File: config.mk
export PLATFORM = sky130hd
export DESIGN_NAME = http_packet_classifier_unit
export DESIGN_NICKNAME = d
export VERILOG_FILES = /design/src/sv/hpc_pkg.sv /design/src/sv/hpc_capture.sv /design/src/sv/hpc_judge.sv /design/src/sv/http_packet_classifier_unit.sv
export SDC_FILE = /design/constraint.sdc
export NUM_CORES = 1
export LEC_CHECK = 0
export BUFFER_PORTS_ARGS = -buffer_cell sky130_fd_sc_hd__buf_4
export CORE_MARGIN = 2
export CORE_UTILIZATION = 66
export CTS_BUF_LIST = sky130_fd_sc_hd__clkbuf_4 sky130_fd_sc_hd__clkbuf_8 sky130_fd_sc_hd__clkbuf_16
export DETAILED_ROUTE_END_ITERATION = 8
export PLACE_DENSITY = 0.9
export SYNTH_ARGS = -nofsm -noshare
export SYNTH_HDL_FRONTEND = slang
export SYNTH_SLANG_ARGS = --single-unit
File: constraint.sdc
create_clock -name clk -period 9.5 [get_ports clk]
set_input_delay 1.9 -clock clk [delete_from_list [all_inputs] [get_ports clk]]
set_output_delay 1.9 -clock clk [all_outputs]
set_load 0.03 [all_outputs]
File: src/sv/hpc_pkg.sv
// Shared types, constants and header decode functions for the HTTP packet classifier.
package hpc_pkg;

  localparam int unsigned MAX_FRAME_BYTES   = 2048;
  localparam int unsigned KEY_BYTES         = 4;
  localparam int unsigned MIN_PAYLOAD_BYTES = 50;

  // The byte counter saturates at MAX_FRAME_BYTES, so it must hold that value itself.
  localparam int unsigned POS_W = $clog2(MAX_FRAME_BYTES + 1);
  // Payload offset is at most 14 + 60 + 60 bytes.
  localparam int unsigned OFF_W = 8;

  localparam int unsigned ETH_LEN        = 14;
  localparam int unsigned HDR_MIN_BYTES  = ETH_LEN + 20;
  localparam int unsigned OFS_ETHERTYPE  = 12;
  localparam int unsigned OFS_IHL        = 14;
  localparam int unsigned OFS_TOTLEN     = 16;
  localparam int unsigned OFS_PROTO      = 23;
  localparam int unsigned OFS_TCP_DOFF   = 12;
  localparam int unsigned PORT_BYTES     = 4;
  localparam int unsigned METHOD_BYTES   = 6;
  localparam int unsigned KEY_WINDOW_END = 16;
  localparam int unsigned TCP_MIN_BYTES  = 20;
  localparam int unsigned UDP_HDR_BYTES  = 8;

  localparam logic [15:0] ETHERTYPE_IPV4     = 16'h0800;
  localparam logic [7:0]  PROTO_TCP          = 8'd6;
  localparam logic [7:0]  PROTO_UDP          = 8'd17;
  localparam logic [3:0]  MIN_HDR_WORDS      = 4'd5;
  localparam logic [15:0] MONITOR_PORT_RESET = 16'd80;

  typedef enum logic [2:0] {
    VERDICT_ACCEPT,
    VERDICT_NOT_IPV4,
    VERDICT_L4_SHORT,
    VERDICT_PORT_MISS,
    VERDICT_LENGTH,
    VERDICT_PAYLOAD_SHORT,
    VERDICT_NOT_HTTP,
    VERDICT_KEY_SHORT
  } verdict_t;

  typedef enum logic [2:0] {
    CLS_NONE,
    CLS_RESPONSE,
    CLS_GET,
    CLS_POST,
    CLS_PUT,
    CLS_DELETE
  } http_class_t;

  typedef struct packed {
    logic [POS_W-1:0] pos;
    logic [15:0]      ether_kind;
    logic [3:0]       ihl;
    logic [7:0]       proto;
    logic [15:0]      total_len;
    logic [31:0]      port_pair;
    logic [3:0]       doff;
    logic [47:0]      method;
    logic [31:0]      key;
  } frame_t;

  function automatic logic [OFF_W-1:0] l4_start(input logic [3:0] ihl);
    return OFF_W'(ETH_LEN) + OFF_W'({ihl, 2'b00});
  endfunction

  function automatic logic [OFF_W-1:0] payload_offset(input logic [3:0] ihl,
                                                      input logic [7:0] proto,
                                                      input logic [3:0] doff);
    logic [OFF_W-1:0] tl;
    tl = '0;
    if (proto == PROTO_TCP) begin
      tl = OFF_W'({doff, 2'b00});
    end else if (proto == PROTO_UDP) begin
      tl = OFF_W'(UDP_HDR_BYTES);
    end
    return l4_start(ihl) + tl;
  endfunction

  function automatic http_class_t classify(input logic [47:0] method);
    http_class_t cls;
    cls = CLS_NONE;
    if (method[47:16] == "HTTP") begin
      cls = CLS_RESPONSE;
    end else if (method[47:24] == "GET") begin
      cls = CLS_GET;
    end else if (method[47:16] == "POST") begin
      cls = CLS_POST;
    end else if (method[47:24] == "PUT") begin
      cls = CLS_PUT;
    end else if (method == "DELETE") begin
      cls = CLS_DELETE;
    end
    return cls;
  endfunction

  // Bytes from the payload start to the key: the method word and its trailing space.
  function automatic logic [2:0] key_advance(input http_class_t cls);
    logic [2:0] adv;
    case (cls)
      CLS_RESPONSE, CLS_POST: adv = 3'd5;
      CLS_GET, CLS_PUT:       adv = 3'd4;
      CLS_DELETE:             adv = 3'd7;
      default:                adv = 3'd0;
    endcase
    return adv;
  endfunction

endpackage

File: src/sv/hpc_capture.sv
// Per-frame header capture: byte counter, field extraction and the end-of-frame snapshot.
module hpc_capture (
  input  logic           clk,
  input  logic           rst_n,
  input  logic           fire,
  input  logic [7:0]     data_byte,
  input  logic           last,
  output hpc_pkg::frame_t snap_r
);
  import hpc_pkg::*;

  frame_t           frm_r;
  frame_t           frm_nxt;
  logic [OFF_W-1:0] l4;
  logic [OFF_W-1:0] poff;
  logic             pay_ok;
  logic [POS_W-1:0] rel;
  http_class_t      cls;
  logic [2:0]       adv;

  always_comb begin
    frm_nxt = frm_r;
    l4      = l4_start(frm_r.ihl);
    poff    = payload_offset(frm_r.ihl, frm_r.proto, frm_r.doff);
    pay_ok  = (frm_r.ihl >= MIN_HDR_WORDS) &&
              ((frm_r.proto != PROTO_TCP) || (frm_r.doff >= MIN_HDR_WORDS));
    rel     = frm_r.pos - POS_W'(poff);
    // The class is stable from payload byte 4 on (byte 6 for DELETE), which is where key bytes can start.
    cls     = classify(frm_r.method);
    adv     = key_advance(cls);
    if (frm_r.pos < POS_W'(MAX_FRAME_BYTES)) begin
      frm_nxt.pos = frm_r.pos + POS_W'(1);
      if (frm_r.pos == POS_W'(OFS_ETHERTYPE) || frm_r.pos == POS_W'(OFS_ETHERTYPE + 1)) begin
        frm_nxt.ether_kind = {frm_r.ether_kind[7:0], data_byte};
      end
      if (frm_r.pos == POS_W'(OFS_IHL)) begin
        frm_nxt.ihl = data_byte[3:0];
      end
      if (frm_r.pos == POS_W'(OFS_TOTLEN) || frm_r.pos == POS_W'(OFS_TOTLEN + 1)) begin
        frm_nxt.total_len = {frm_r.total_len[7:0], data_byte};
      end
      if (frm_r.pos == POS_W'(OFS_PROTO)) begin
        frm_nxt.proto = data_byte;
      end
      if (frm_r.ihl >= MIN_HDR_WORDS) begin
        if (frm_r.pos >= POS_W'(l4) && frm_r.pos < POS_W'(l4) + POS_W'(PORT_BYTES)) begin
          frm_nxt.port_pair = {frm_r.port_pair[23:0], data_byte};
        end
        if (frm_r.pos == POS_W'(l4) + POS_W'(OFS_TCP_DOFF) && frm_r.proto == PROTO_TCP) begin
          frm_nxt.doff = data_byte[7:4];
        end
        if (pay_ok && frm_r.pos >= POS_W'(poff)) begin
          for (int k = 0; k < METHOD_BYTES; k++) begin
            if (rel == POS_W'(k)) begin
              frm_nxt.method[47-8*k -: 8] = frm_r.method[47-8*k -: 8] | data_byte;
            end
          end
          if (rel >= POS_W'(4) && rel < POS_W'(KEY_WINDOW_END) && cls != CLS_NONE &&
              rel >= POS_W'(adv) && rel < POS_W'(adv) + POS_W'(KEY_BYTES)) begin
            frm_nxt.key = {frm_r.key[23:0], data_byte};
          end
        end
      end
    end
  end

  always_ff @(posedge clk) begin
    if (!rst_n) begin
      frm_r <= '0;
    end else if (fire) begin
      frm_r <= last ? '0 : frm_nxt;
    end
  end

  always_ff @(posedge clk) begin
    if (fire && last) begin
      snap_r <= frm_nxt;
    end
  end

  a_pos_saturates: assert property (@(posedge clk) disable iff (!rst_n)
    frm_r.pos <= POS_W'(MAX_FRAME_BYTES))
    else $error("byte counter ran past the frame limit");

  a_clear_after_last: assert property (@(posedge clk) disable iff (!rst_n)
    fire && last |=> frm_r.pos == '0 && frm_r.key == '0)
    else $error("frame state not cleared after the last byte");

endmodule

File: src/sv/hpc_judge.sv
// Verdict logic on the frame snapshot and the registered result word.
module hpc_judge (
  input  logic            clk,
  input  logic            rst_n,
  input  logic            snap_v,
  input  hpc_pkg::frame_t snap,
  input  logic [15:0]     monitor_port,
  input  logic            out_ready,
  output logic            out_free,
  output logic            out_valid,
  output logic [2:0]      out_verdict,
  output logic [2:0]      out_http_class,
  output logic [15:0]     out_source_port,
  output logic [15:0]     out_destination_port,
  output logic [15:0]     out_key_offset,
  output logic [31:0]     out_key_value
);
  import hpc_pkg::*;

  logic             out_valid_r;
  verdict_t         verdict_r, verdict_nxt;
  http_class_t      class_r, class_nxt;
  logic [15:0]      sport_r, sport_nxt;
  logic [15:0]      dport_r, dport_nxt;
  logic [15:0]      koff_r, koff_nxt;
  logic [31:0]      kval_r, kval_nxt;

  logic             is_tcp, is_udp, is_l4;
  logic [OFF_W-1:0] poff;
  logic [OFF_W-1:0] hdr_end;
  logic [15:0]      n16;
  logic [15:0]      pay_min;
  http_class_t      cls;

  always_comb begin
    is_tcp      = snap.proto == PROTO_TCP;
    is_udp      = snap.proto == PROTO_UDP;
    is_l4       = is_tcp || is_udp;
    poff        = payload_offset(snap.ihl, snap.proto, snap.doff);
    hdr_end     = l4_start(snap.ihl) +
                  (is_tcp ? OFF_W'(TCP_MIN_BYTES) : OFF_W'(UDP_HDR_BYTES));
    n16         = 16'(snap.pos);
    pay_min     = 16'(poff) + 16'(MIN_PAYLOAD_BYTES);
    cls         = classify(snap.method);
    verdict_nxt = VERDICT_ACCEPT;
    class_nxt   = CLS_NONE;
    sport_nxt   = '0;
    dport_nxt   = '0;
    koff_nxt    = '0;
    kval_nxt    = '0;
    if (snap.pos < POS_W'(HDR_MIN_BYTES) || snap.ether_kind != ETHERTYPE_IPV4) begin
      verdict_nxt = VERDICT_NOT_IPV4;
    end else if (snap.ihl < MIN_HDR_WORDS) begin
      verdict_nxt = is_l4 ? VERDICT_L4_SHORT : VERDICT_NOT_IPV4;
    end else if (is_l4 && 16'(hdr_end) > n16) begin
      verdict_nxt = VERDICT_L4_SHORT;
    end else if (is_tcp && snap.doff < MIN_HDR_WORDS) begin
      verdict_nxt = VERDICT_L4_SHORT;
    end else begin
      if (is_l4) begin
        sport_nxt = snap.port_pair[31:16];
        dport_nxt = snap.port_pair[15:0];
      end
      if (monitor_port != sport_nxt && monitor_port != dport_nxt) begin
        verdict_nxt = VERDICT_PORT_MISS;
      end else if (pay_min > snap.total_len) begin
        verdict_nxt = VERDICT_LENGTH;
      end else if (pay_min > n16) begin
        verdict_nxt = VERDICT_PAYLOAD_SHORT;
      end else if (cls == CLS_NONE) begin
        verdict_nxt = VERDICT_NOT_HTTP;
      end else begin
        class_nxt = cls;
        koff_nxt  = 16'(poff) + 16'(key_advance(cls));
        if (koff_nxt + 16'(KEY_BYTES) > n16) begin
          verdict_nxt = VERDICT_KEY_SHORT;
        end else begin
          kval_nxt = snap.key;
        end
      end
    end
  end

  assign out_free = !out_valid_r || out_ready;

  always_ff @(posedge clk) begin
    if (!rst_n) begin
      out_valid_r <= 1'b0;
    end else if (out_free) begin
      out_valid_r <= snap_v;
    end
  end

  always_ff @(posedge clk) begin
    if (out_free && snap_v) begin
      verdict_r <= verdict_nxt;
      class_r   <= class_nxt;
      sport_r   <= sport_nxt;
      dport_r   <= dport_nxt;
      koff_r    <= koff_nxt;
      kval_r    <= kval_nxt;
    end
  end

  assign out_valid            = out_valid_r;
  assign out_verdict          = verdict_r;
  assign out_http_class       = class_r;
  assign out_source_port      = sport_r;
  assign out_destination_port = dport_r;
  assign out_key_offset       = koff_r;
  assign out_key_value        = kval_r;

  a_accept_has_class: assert property (@(posedge clk) disable iff (!rst_n)
    out_valid_r && verdict_r == VERDICT_ACCEPT |-> class_r != CLS_NONE)
    else $error("accepted word carries no HTTP class");

  a_key_only_on_accept: assert property (@(posedge clk) disable iff (!rst_n)
    out_valid_r && verdict_r != VERDICT_ACCEPT |-> kval_r == '0)
    else $error("key value present on a rejected word");

endmodule

File: src/sv/http_packet_classifier_unit.sv
// Top level of the HTTP packet classifier: input register, pipeline control and config.
//
// The in_ channel carries one frame byte per word, starting at the Ethernet
// destination address; in_frame_end marks the final byte. Only that final byte
// produces a word on the out_ channel: the verdict, HTTP class, transport ports,
// key offset and key bytes for the whole frame. Other bytes produce nothing.
// The cfg_ channel writes the monitored port; cfg_ready is always high, and the
// port should be changed only while no frame is in flight.
// Throughput is one byte per cycle while in_ready stays high, set by the header
// capture stage. From the accepted last byte to out_valid the frame passes the
// input register, capture into the frame snapshot, and the verdict register.
// A stalled out_ channel holds the verdict word; bytes keep flowing through
// capture, and in_ready drops only when a second frame end reaches the
// capture stage while both the snapshot and the output register are full.
// Synchronous reset clears the pipeline, the frame state and sets the
// monitored port to 80.
module http_packet_classifier_unit (
  input  logic        clk,
  input  logic        rst_n,
  input  logic        in_valid,
  output logic        in_ready,
  input  logic [7:0]  in_frame_byte,
  input  logic        in_frame_end,
  output logic        out_valid,
  input  logic        out_ready,
  output logic [2:0]  out_verdict,
  output logic [2:0]  out_http_class,
  output logic [15:0] out_source_port,
  output logic [15:0] out_destination_port,
  output logic [15:0] out_key_offset,
  output logic [31:0] out_key_value,
  input  logic        cfg_valid,
  output logic        cfg_ready,
  input  logic [15:0] cfg_monitor_port
);
  import hpc_pkg::*;

  logic        s1_v_r;
  logic [7:0]  byte_r;
  logic        end_r;
  logic        s2_v_r, s2_v_nxt;
  logic [15:0] monitor_port_r;
  logic        fire;
  logic        s2_free;
  logic        out_free;
  frame_t      snap;

  assign s2_free   = !s2_v_r || out_free;
  assign fire      = s1_v_r && (!end_r || s2_free);
  assign in_ready  = !s1_v_r || fire;
  assign cfg_ready = 1'b1;
  assign s2_v_nxt  = (s2_v_r && !out_free) || (fire && end_r);

  always_ff @(posedge clk) begin
    if (!rst_n) begin
      s1_v_r         <= 1'b0;
      s2_v_r         <= 1'b0;
      monitor_port_r <= MONITOR_PORT_RESET;
    end else begin
      if (in_ready) begin
        s1_v_r <= in_valid;
      end
      s2_v_r <= s2_v_nxt;
      if (cfg_valid && cfg_ready) begin
        monitor_port_r <= cfg_monitor_port;
      end
    end
  end

  always_ff @(posedge clk) begin
    if (in_valid && in_ready) begin
      byte_r <= in_frame_byte;
      end_r  <= in_frame_end;
    end
  end

  hpc_capture u_capture (
    .clk       (clk),
    .rst_n     (rst_n),
    .fire      (fire),
    .data_byte (byte_r),
    .last      (end_r),
    .snap_r    (snap)
  );

  hpc_judge u_judge (
    .clk                  (clk),
    .rst_n                (rst_n),
    .snap_v               (s2_v_r),
    .snap                 (snap),
    .monitor_port         (monitor_port_r),
    .out_ready            (out_ready),
    .out_free             (out_free),
    .out_valid            (out_valid),
    .out_verdict          (out_verdict),
    .out_http_class       (out_http_class),
    .out_source_port      (out_source_port),
    .out_destination_port (out_destination_port),
    .out_key_offset       (out_key_offset),
    .out_key_value        (out_key_value)
  );

  a_snap_held: assert property (@(posedge clk) disable iff (!rst_n)
    s2_v_r && !out_free |=> s2_v_r)
    else $error("frame snapshot dropped while the output was stalled");

  a_last_reaches_snap: assert property (@(posedge clk) disable iff (!rst_n)
    fire && end_r |=> s2_v_r)
    else $error("last byte of a frame did not produce a snapshot");

endmodule
* Word-level counts from Yosys, hierarchy flattened
Index checks and enable logic that the tools add are counted.
** Operators by class
- Add/subtract/negate cells :: 13
- Order comparisons :: 17
- Equality and inequality tests :: 40
- Multiplexer cells :: 61
- Bitwise operators :: 6
- Reduce and logical (&&, ||, !) cells :: 41
** Operators by type and width (number)
- two-way mux 172 bit :: 2
- two-way mux 16 bit :: 12
- equality test 32 x 31 -> 1 bit, second input constant :: 4
- two-way mux 116 bit :: 1
- equality test 24 x 23 -> 1 bit, second input constant :: 4
- equality test 48 x 47 -> 1 bit, second input constant :: 2
- two-way mux 80 bit :: 1
- two-way mux 3 bit :: 26
- two-way mux 8 bit :: 9
- two-way mux 32 bit :: 2
- OR 8 bit :: 6
- equality test 12 x 4 -> 1 bit, second input constant :: 3
- equality test 12 x 5 -> 1 bit, second input constant :: 3
- > comparator 16 x 12 -> 1 bit :: 2
- inequality test 16 bit :: 2
- adder 8 bit :: 3
- equality test 12 x 2 -> 1 bit, second input constant :: 2
- equality test 12 x 3 -> 1 bit, second input constant :: 2
- >= comparator 12 x 8 -> 1 bit :: 2
- < comparator 12 bit :: 2
- case mux 3 bit (3 select lines) :: 2
- adder 16 x 3 -> 16 bit, second input constant :: 1
- equality test 8 x 3 -> 1 bit, second input constant :: 2
- equality test 8 x 5 -> 1 bit, second input constant :: 2
- other kinds (37) :: 81
** Word-level totals
- Bits in registers :: 458

* Logic depth before layout (Yosys ltp)
- Depth in word-level cells :: 28
- Gate-level depth with buffers :: 20
- Mapped depth without buffers :: 20

* Cells and area by module
A second synthesis with hierarchy kept.
** Unflattened totals
- Cell total of the unflattened synthesis :: 1876
- Area, all modules :: 22207.5 µm²
** By module, submodules not included
- hpc_capture :: times used 1, cells an instance 1246, area each 15069.5 µm², sequential area each 8608.3 µm²
- hpc_judge :: times used 1, cells an instance 558, area each 6152.2 µm², sequential area each 2392.3 µm²
- http_packet_classifier_unit :: times used 1, cells an instance 72, area each 985.9 µm², sequential area each 630.6 µm²

* Least setup slack after synthesis
OpenSTA, ideal clock, no wires.
- Path type :: input to register
- Start point :: input port out_ready
- End point :: register u_capture.snap_r[0] (netlist name) (enable)
- Library setup time :: 0.524 ns
- Data arrival time :: 5.862 ns
- Required time :: 8.976 ns
- Setup slack :: 3.114 ns
- Cell stages on the path :: 6
- Path through :: nor2b_1 -> nand3_1 -> and2_1 -> clkbuf_1 -> nand2_1 -> inv_1
** On the way
- Word-level cells in the longest chain between the ends :: 5
** Ends and longest elaborated chain
- start: declaration :: line http_packet_classifier_unit.sv:25 : input logic out_ready,
- logical OR 1 bit :: line hpc_judge.sv:84 : assign out_free = !out_valid_r || out_ready;
- logical OR 1 bit :: line http_packet_classifier_unit.sv:48 : assign s2_free = !s2_v_r || out_free;
- logical OR 1 bit :: line http_packet_classifier_unit.sv:49 : assign fire = s1_v_r && (!end_r || s2_free);
- logical AND 1 bit :: line http_packet_classifier_unit.sv:49
- logical AND 1 bit :: line hpc_capture.sv:76 : if (fire && last) begin
- end signal: assignment :: line hpc_capture.sv:77 : snap_r <= frm_nxt;
- end: declaration :: line hpc_capture.sv:8 : output hpc_pkg::frame_t snap_r
Every way passes these cells.
A chain may end at the register's enable or synchronous reset.

==> results by group <==
Drt
  – DRT iter0 DRCs: 2046
  – Routed vias/inst: 6.47
  – Drt total wl: 53400 µm
  – WL/cell: 21.3 µm
  – Post-route DRC: 0
  – Vias after detailed routing: between 15000 and 20000
  – DR pass1 iterations: 6
  – Remaining antenna violation count: 0

Critical path
  – CP max-delay cell: nand3_1
  – CP cell instances: inv_1 > ha_1 > xor2_1 > inv_1 > ha_1 > a21oi_1 > nor2b_1 > o21ai_0 > ha_1 > a21oi_1 > nand2b_1 > mux4_2 > nor3_2 > buf_4 > nand3_1 > mux2_1
  – CP arrival: ~6.1 ns
  – Critical path type: flop to flop
  – Critical Path RT: 9.79 ns
  – RR Startpoint: u_capture.frm_r[140]$_SDFFE_PN0P_
  – Crit-path max cell delay: 0.91 ns
  – Critical path fanouts, max: 38
  – R2R cell count: 16
  – Crit path capture: u_capture.snap_r[26]$_DFFE_PP_
  – CP startpoint: u_capture.frm_r[140]$_SDFFE_PN0P_
  – CP endpoint kind: flop
  – CP most frequent cell: ha_1
  – Crit start category: flop
  – R2r endpoint: u_capture.snap_r[26]$_DFFE_PP_
  – FF-to-FF setup slack: 3.74 ns

Timing
  – Post-layout minimum cycle time: roughly 5.8 ns
  – RSZ-0062 raised after global routing: no
  – Worst Tran Pin Value: 1.19 ns
  – Final Setup Violations: 0
  – Fmax: between 150 and 200 MHz
  – Final slew viol count: 0
  – Slew HR: between 20% and 30%
  – Worst Skew: 0.0209 ns
  – Period utilization: 60.7%
  – Setup TNS Final: 0 ns
  – Slack of the critical path: approximately 3.7 ns
  – Endpoints failing hold: 0

Logic synthesis
  – Post-synth EDFFs: 260
  – Simple-Gate Fraction of Synth Area: 17.4%
  – Post-synthesis adder-cell area fraction: 4.69%
  – Synth async-reset ratio: 0%
  – Largest family of logic cells by synthesized area: simple AND/OR/NAND/NOR gates
  – Syn Inst Count: 1972
  – Synth Register Bits: about 450
  – Most used DFF post-synth: edfxtp_1
  – Synth Area in XOR/XNOR: 2.25%
  – Mux share of post-synthesis cell area: ~6.6%
  – YS warnings: 0
  – Most frequent cells after synthesis: edfxtp_1, dfxtp_1, nand2_1, clkbuf_1, nor2_1
  – Count leader, synth: edfxtp_1
  – Synth top area share: a little over a third
  – Syn Area/Cell: 11.2 µm²
  – Largest cells by area after synthesis: edfxtp_1, dfxtp_1, ha_1, mux2_1, nor2b_1
  – Yosys top cell by area: edfxtp_1
  – Post-Syn Area: ~22000 µm²
  – Post-synthesis compound-gate area fraction: 13.1%
  – Post-synth cell types: between 60 and 70
  – Sequential-to-total area share from yosys stat: 52.5%

GRT
  – Largest net degree at the start of global routing: 97
  – Tot GR Track Use: between 30% and 40%
  – Initial antenna violation count: 0
  – Global-route wire length before repair: around 85000 µm
  – GR Overflow Total: 0
  – Vias in the first global route: ~16000

Clocking
  – Clk_lat worst skew: 0.56 ns
  – H-tree depth: 2
  – Worst-path clk slew: about 0.06 ns
  – CTS Buffer Depth: 3
  – Clock Sinks: between 400 and 500
  – # hold bufs at CTS: 0
  – CTS buffer count: 45
  – CTS root buffer: clkbuf_16
  – CTS tree: built
  – Post-CTS sizing: 0
  – Number of setup buffers added after CTS: 0

Final layout
  – Nets: 2134
  – Reg area: between 10000 and 15000 µm²
  – Share of post-route cells with drive strength above 1: 14.2%
  – # diodes: 0
  – Fillcell total: 2013
  – Synthesis-to-layout area growth: 11.8%
  – Multi-input gate area: between 9000 and 10000 µm²

Pwr
  – Power Density: 167 nW/µm²
  – Leak pwr: roughly 9.4 nW
  – VDD IR max: 0.129 mV

Flow run
  – Max-cap violations: 0

Place
  – Port bufs: 110
  – RePlAce Congestion: 0.925
  – Post-DP HPWL: 34400 µm
  – Place WS: around 3.8 ns

Die
  – Rows: 67
  – Die Area: 35100 µm²
  – Ports: 119
  – Initial Util: between 60% and 70%
  – Core area: 33300 µm²
  – Die Wd: 187 µm
  – Die Y: 187 µm

Hold path
  – Hold WC Path Type: flop to flop

Run status
  – Outcome: finished, final reports clean
-- power by group --
group | leakage [nW] | internal (mW) | total, mW | switching, mW
sequential | 4.27 | 2.08 | 2.11 | 0.0377
combinational | 4.33 | 0.0579 | 0.172 | 0.114
clock | 0.793 | 1.12 | 1.85 | 0.731
-- sequential cells by signal, summed over array words and instances, names as in the netlist, 3 cells and up --
name / cells
u_judge.out_destination_port: 16
u_judge.out_http_class: 3
u_capture.frm_r: 172
u_judge.out_verdict: 3
u_capture.snap_r: 172
byte_r: 8
u_judge.out_source_port: 16
monitor_port_r: 16
u_judge.out_key_value: 32
u_judge.out_key_offset: 9
-- critical path: cells and delay by family (launching register included) --
kind / cells / cell delay [ns]
AOI/OAI and AO/OA: 3 / 0.62
xor gates and xnor gates: 1 / 0.45
adders and majority gates: 3 / 0.95
buffers and inverters: 3 / 0.64
DFF: 1 / 0.48
muxes: 2 / 1.12
and+or+nand+nor: 4 / 1.21
-- through the flow --
step	total power, mW	cells	cell area, µm²	hold WS, ns	util (%)
finish	4.14	2508	24800	0.462	74.4
global placement	2.32	2425	23200	0.441	69.7
CTS	4.15	2508	24800	0.464	74.4
floorplan	2.26	1981	22200	0.433	-
global route	4.25	2508	24800	0.483	74.4
detailed placement	2.32	2425	23200	0.456	69.7
-- how the worst min path moves through the flow --
| stage | from | end | slack, ns | cells after the start |
|---|---|---|---|---|
| 6_report | u_capture.frm_r[54]$_SDFFE_PN0P_ | u_capture.frm_r[54]$_SDFFE_PN0P_ | 0.46 | 2 |
| 5_1_grt | u_capture.frm_r[34]$_SDFFE_PN0P_ | u_capture.frm_r[34]$_SDFFE_PN0P_ | 0.48 | 2 |
| 4_1_cts | u_capture.frm_r[78]$_SDFFE_PN0P_ | u_capture.frm_r[78]$_SDFFE_PN0P_ | 0.46 | 2 |
| 3_5_place_dp | u_capture.frm_r[78]$_SDFFE_PN0P_ | u_capture.frm_r[78]$_SDFFE_PN0P_ | 0.46 | 2 |
| 3_3_place_gp | u_capture.frm_r[46]$_SDFFE_PN0P_ | u_capture.frm_r[46]$_SDFFE_PN0P_ | 0.44 | 2 |
| 2_1_floorplan | u_capture.frm_r[31]$_SDFFE_PN0P_ | u_capture.frm_r[31]$_SDFFE_PN0P_ | 0.43 | 2 |
-- placed cells by master (no fill, tap or decap), types with 30 or more instances in the layout --
master,count
o21a_1,31
nor3b_2,30
ha_1,75
buf_4,128
mux2_1,75
nand3_1,31
nor2_1,98
dfxtp_1,191
a32o_1,32
o21ai_1,82
nand2_1,136
inv_1,48
xnor2_1,44
o21bai_1,54
and3_1,44
edfxtp_1,260
a22oi_1,51
clkbuf_16,48
a21oi_1,32
mux2_2,38
a41oi_1,34
nor2b_1,82
and2_1,79
-- layout make-up --
cell class | instances | area share, %
sequential | 451 | 47.0
multi-input combinational | 1348 | 39.8
clock buffer | 68 | 5.61
timing repair buffer | 128 | 3.88
tap | 448 | 2.26
inverter | 50 | 0.778
clock inverter | 15 | 0.737
-- cell families after synthesis --
| group | Yosys count |
|---|---|
| xor+xnor | 57 |
| buf+inv | 182 |
| mux | 130 |
| fa+ha+maj | 80 |
| compound gates | 417 |
| flops | 451 |
| simple gates | 653 |
| other cells | 2 |
-- per-layer routing --
| layer | global-route usage [%] | wire length [µm] | vias up |
|---|---|---|---|
| met5 | 0 | 0 | - |
| li1 | - | - | 7429 |
| met1 | 39.8 | 21000 | 7809 |
| met2 | 50.5 | 25800 | 821 |
| met4 | 13.9 | 2400 | 0 |
| met3 | 4.22 | 4140 | 163 |
Note: power is estimated with default switching activity, not from simulation.
